$ cat src/rtl/assert_macros.svh
// Assertion macros shared by the allocator RTL.
// No dependencies; included by files that carry concurrent assertions.
`ifndef ASSERT_MACROS_SVH
`define ASSERT_MACROS_SVH

// Property checked on every rising clock edge outside reset.
`define TSSPA_ASSERT(lbl, prop, msg) \
  lbl: assert property (@(posedge clk_i) disable iff (!rst_ni) (prop)) else $error(msg);

// Implication checked on every rising clock edge outside reset.
`define TSSPA_ASSERT_IMP(lbl, pre, post, msg) \
  lbl: assert property (@(posedge clk_i) disable iff (!rst_ni) (pre) |-> (post)) \
    else $error(msg);

`endif

$ cat src/rtl/tsspa_ram.sv
// Generic single-write, single-read RAM with registered read data.
// No dependencies; used for the saved-state stack.
module tsspa_ram #(
  parameter int Width = 8,
  parameter int Depth = 16,
  localparam int AW = (Depth > 1) ? $clog2(Depth) : 1
) (
  input  logic             clk_i,
  input  logic             we_i,
  input  logic [AW-1:0]    waddr_i,
  input  logic [Width-1:0] wdata_i,
  input  logic             re_i,
  input  logic [AW-1:0]    raddr_i,
  output logic [Width-1:0] rdata_o
);

  logic [Width-1:0] mem_q [Depth];

  // Write port and registered read port.
  always_ff @(posedge clk_i) begin
    if (we_i) begin
      mem_q[waddr_i] <= wdata_i;
    end
    if (re_i) begin
      rdata_o <= mem_q[raddr_i];
    end
  end

endmodule

$ cat config.mk
export PLATFORM = sky130hd
export DESIGN_NAME = tsspa_ram
export DESIGN_NICKNAME = d
export VERILOG_FILES = /design/src/rtl/assert_macros.svh /design/src/rtl/tsspa_ram.sv
export SDC_FILE = /design/constraint.sdc
export NUM_CORES = 1
export LEC_CHECK = 0
export BUFFER_PORTS_ARGS = -buffer_cell sky130_fd_sc_hd__buf_2
export CELL_PAD_IN_SITES_DETAIL_PLACEMENT = 1
export CELL_PAD_IN_SITES_GLOBAL_PLACEMENT = 1
export CORE_AREA = 4 4 126 152
export CTS_CLUSTER_DIAMETER = 120
export DETAILED_ROUTE_END_ITERATION = 7
export DIE_AREA = 0 0 130 156
export PLACE_DENSITY_LB_ADDON = 0.1
export SLEW_MARGIN = 20
export SYNTH_ARGS = -nofsm -noshare
export SYNTH_HDL_FRONTEND = slang
export SYNTH_SLANG_ARGS = --single-unit
$ cat constraint.sdc
create_clock -name clk_i -period 4.6 [get_ports clk_i]
set_clock_uncertainty 0.05 [all_clocks]
set_input_delay 0.69 -clock clk_i [delete_from_list [all_inputs] [get_ports clk_i]]
set_output_delay 0.69 -clock clk_i [all_outputs]
set_load 0.1 [all_outputs]
* After elaboration in Yosys (flattened, before gate mapping)
Memories as Yosys holds them, arrays and structs flattened. A register that Yosys moved wholly into a read port is not among the register bits.
Index checks and enable logic that the tools add are counted.
** Cells by class
- Add/subtract/negate cells :: 0
- Multipliers :: 0
- Div/mod/pow operators :: 0
- $lt $le $gt $ge :: 0
- Equal/unequal tests :: 0
- Shift-type cells :: 0
- Multiplexer cells :: 2
- Bitwise operators :: 0
- Reduce and logical (&&, ||, !) cells :: 0
** Operators with widths (count)
- 2-to-1 mux 1 bit :: 2
** Word-level totals
- Register bits after elaboration :: 0
- Latch bits :: 0
- Bits in writable memories :: 128
- ROM bits :: 0
- Input bits :: 19
- Logic and storage cells :: 3
- Memories :: 1
** Memories
- mem_q :: words 16, width 8, read ports 1, clocked after Yosys merged registers in 1, wr ports 1, RTL line tsspa_ram.sv:17 : logic [Width-1:0] mem_q [Depth];

* Logic depth before layout (Yosys ltp)
- Depth after elaboration :: 2
- Depth in mapped cells :: 5
- Mapped depth without buffers :: 3

* Least setup slack after synthesis
No wires, ideal clock.
- Path kind :: input port to flip-flop
- Start :: input waddr_i[2]
- End :: memory mem_q[0][0], enable pin
- Library setup time :: 383 ps
- Data arrival time :: 1800 ps
- Data required time :: 4167 ps
- Path slack :: 2367 ps
- Stages on the path :: 2
- Cells stage by stage :: or3b_2 -> nor3_1
** RTL lines
- from (decl) :: RTL line tsspa_ram.sv:10 : input logic [AW-1:0] waddr_i,
- to (decl) :: RTL line tsspa_ram.sv:17
No word-level cell before the write port.

==> impl_results.md <==
- Setup violators final: 0
- Dpl hpwl: 7530 µm
- CP max stage delay: 0.66 ns
- Setup crit end kind: register
- Via/cell ratio: 4.78
- First-pass GRT wire length: 18000 µm
- Vias in the first global route: around 2.7k
- Non-Filler Instances: 501
- Post-synth EDFFs: ~140
- Ant diodes: 0
- Layout fillers: 1736
- Area fraction of the dominant cell type after synthesis: approximately four fifths
- Status: completed
- Mapped Nets: 248
- Core Box Area: 17500 µm²
- Count leader, synth: edfxtp_1
- Clock latency on the worst-skew pair: 0.42 ns
- Sequential area share after synthesis: 78.1%
- Worst-path clk slew: around 0.06 ns
- Pre-Repair DR Iteration Count: 4
- Area growth from synthesis to layout: 19.0%
- Worst IR Drop VDD: 0.229 mV
- CTS Buf Count: 17
- Highest Clock Rate: 405 MHz
- Io pins: 27
- Hold Fails Final Rpt: 0
- Avg Cell Area, Syn: about 23 µm²
- # Post-CTS Setup Buffers: 0
- Area contributors post-synth: edfxtp_1, mux4_2, mux4_1
- Crit path buf inv count: 2
- Initial antenna violation count: 0
- Critical path type: input pin to register
- Max-Cap Viols: 0
- Mapped Cells: 229
- Post-route minimum period: 2.47 ns
- Worst Max-Slew Pin Slew: 1.03 ns
- CP max FO: 24
- CTS Hold Bufs: 0
- Initial Util: around 30%
- Die footprint: around 20000 µm²
- Most frequent cells after synthesis: edfxtp_1, mux4_2, a22oi_1, mux4_1, nor2_1
- WL per Instance: 23.7 µm
- Total GRT Usage: 12.9%
- Rows: 53
- Most common flop cell mapped by yosys: edfxtp_1
- Critical path required time: 4.72 ns
- Critical path arrival: 2.58 ns
- IO Port Bufs: 26
- # clock sinks: ~140
- Final Wtd Congestion: about 0.68
- Share of post-route cells with drive strength above 1: 27.8%
- Vias post-DR: between 2k and 2.5k
- Crit path max-delay family: buffers and inverters
- Mapped cell area: 5230 µm²
- Placed cell count: 469
- Die Y-Extent: 156 µm
- Placed Area: between 5000 and 6000 µm²
- Post-synthesis async set-or-reset flop share: 0%
- Worst setup SP type: input pin
- Nets@finish: ~290
- CTS tree: yes
- Synth warn: 0
- Clock root buffer: clkbuf_16
- Design Area, Final: slightly above 6000 µm²
- Class of the worst hold path: input pin to register
- Post-route setup TNS: 0 ns
- Slowest cell on the critical path: buf_2
- Seq cells post-synth: 136
- Gr ovfl total: 0
- Routed WL: 11900 µm
- Final Cycle Share: between 50% and 60%
- Rel. slew slack: 30.9%
- CTS Buffer Depth: 2
- Die X: 130 µm
- Pins over their slew limit: 0
- Pwr Density: 487 nW/µm²
- DRC Markers: 0
- Starting DRC count in detailed routing: between 100 and 150
- CTS H-tree depth: 4
- Unrepaired setup endpoints after global routing: no
- Largest net degree at the start of global routing: 33
- Total Power: about 3000 µW
- CTS resizes: 0
- Leak: 0.00203 µW
- Critical-path cell list: buf_2 -> buf_4 -> mux4_1 -> a22oi_1 -> nand2_1
- Post-synth cell types: 18
- Largest area contributor in the netlist: edfxtp_1
- Antenna Nets Post-Route: 0
[cells by family after synthesis]
group                  Yosys count  share of synthesized area, %
buffers and inverters           10                          1.65
muxes                           32                          14.8
DFF                            136                          78.1
and+or+nand+nor                 35                          3.14
AOI/OAI and AO/OA               16                          2.30
[sequential cells by signal, indices dropped and copies added, names as in the netlist]
signal   cells
mem_q      128
rdata_o      8
[through the flow]
stage | util [%] | setup WS, ns | hold WS (ns)
final | 35.5 | 2.13 | 0.571
after global routing | 35.5 | 1.92 | 0.556
after CTS | 35.5 | 2.07 | 0.558
after detailed placement | 31.9 | 1.64 | 0.700
after global placement | 31.9 | 1.63 | 0.686
after floorplan | - | 2.37 | 0.655
[power breakdown]
| group | total (µW) | internal, µW | switching [µW] |
|---|---|---|---|
| clock network | 1460 | 958 | 498 |
| logic | 171 | 49.7 | 121 |
| registers | 1400 | 1400 | 6.29 |
[layout make-up]
class / instances / area, µm² / area share (%)
sequential: 136 / 4080 / 65.6
timing repair buffer: 30 / 160 / 2.57
multi-input combinational: 83 / 1070 / 17.2
clock buffer: 19 / 433 / 6.96
tap: 220 / 275 / 4.42
clock inverter: 13 / 203 / 3.26
[path summary, 6_finish.rpt]
check                                       startpoint                   end  slack [ns]  depth (start not counted)
worst min register to register  mem_q[14][1]$_DFFE_PP_  rdata_o[1]$_DFFE_PP_        0.71                          3
worst min-delay path                              re_i  rdata_o[3]$_DFFE_PP_        0.57                          1
worst max-delay path                        raddr_i[0]  rdata_o[5]$_DFFE_PP_        2.13                          5
worst max register to register   mem_q[0][6]$_DFFE_PP_  rdata_o[6]$_DFFE_PP_        3.00                          3
[placed cells by master, fill, tap and decap left out, drive strengths merged]
master,instances
buf,30
mux4,32
nand3b,2
clkbuf,19
nor2,13
bufinv,5
nand2,9
and2b,1
or3b,1
and2,1
nand2b,2
nand3,1
clkinv,6
edfxtp,136
a22oi,16
nor3,4
clkinvlp,2
nor2b,1
[per-layer routing]
layer  GRT usage [%]  share of wire, %
met5               0                 0
met4            4.75               1.1
met3            3.66               4.0
met2            20.2                50
met1            17.1                45
Power figures use the tool's default switching activity.
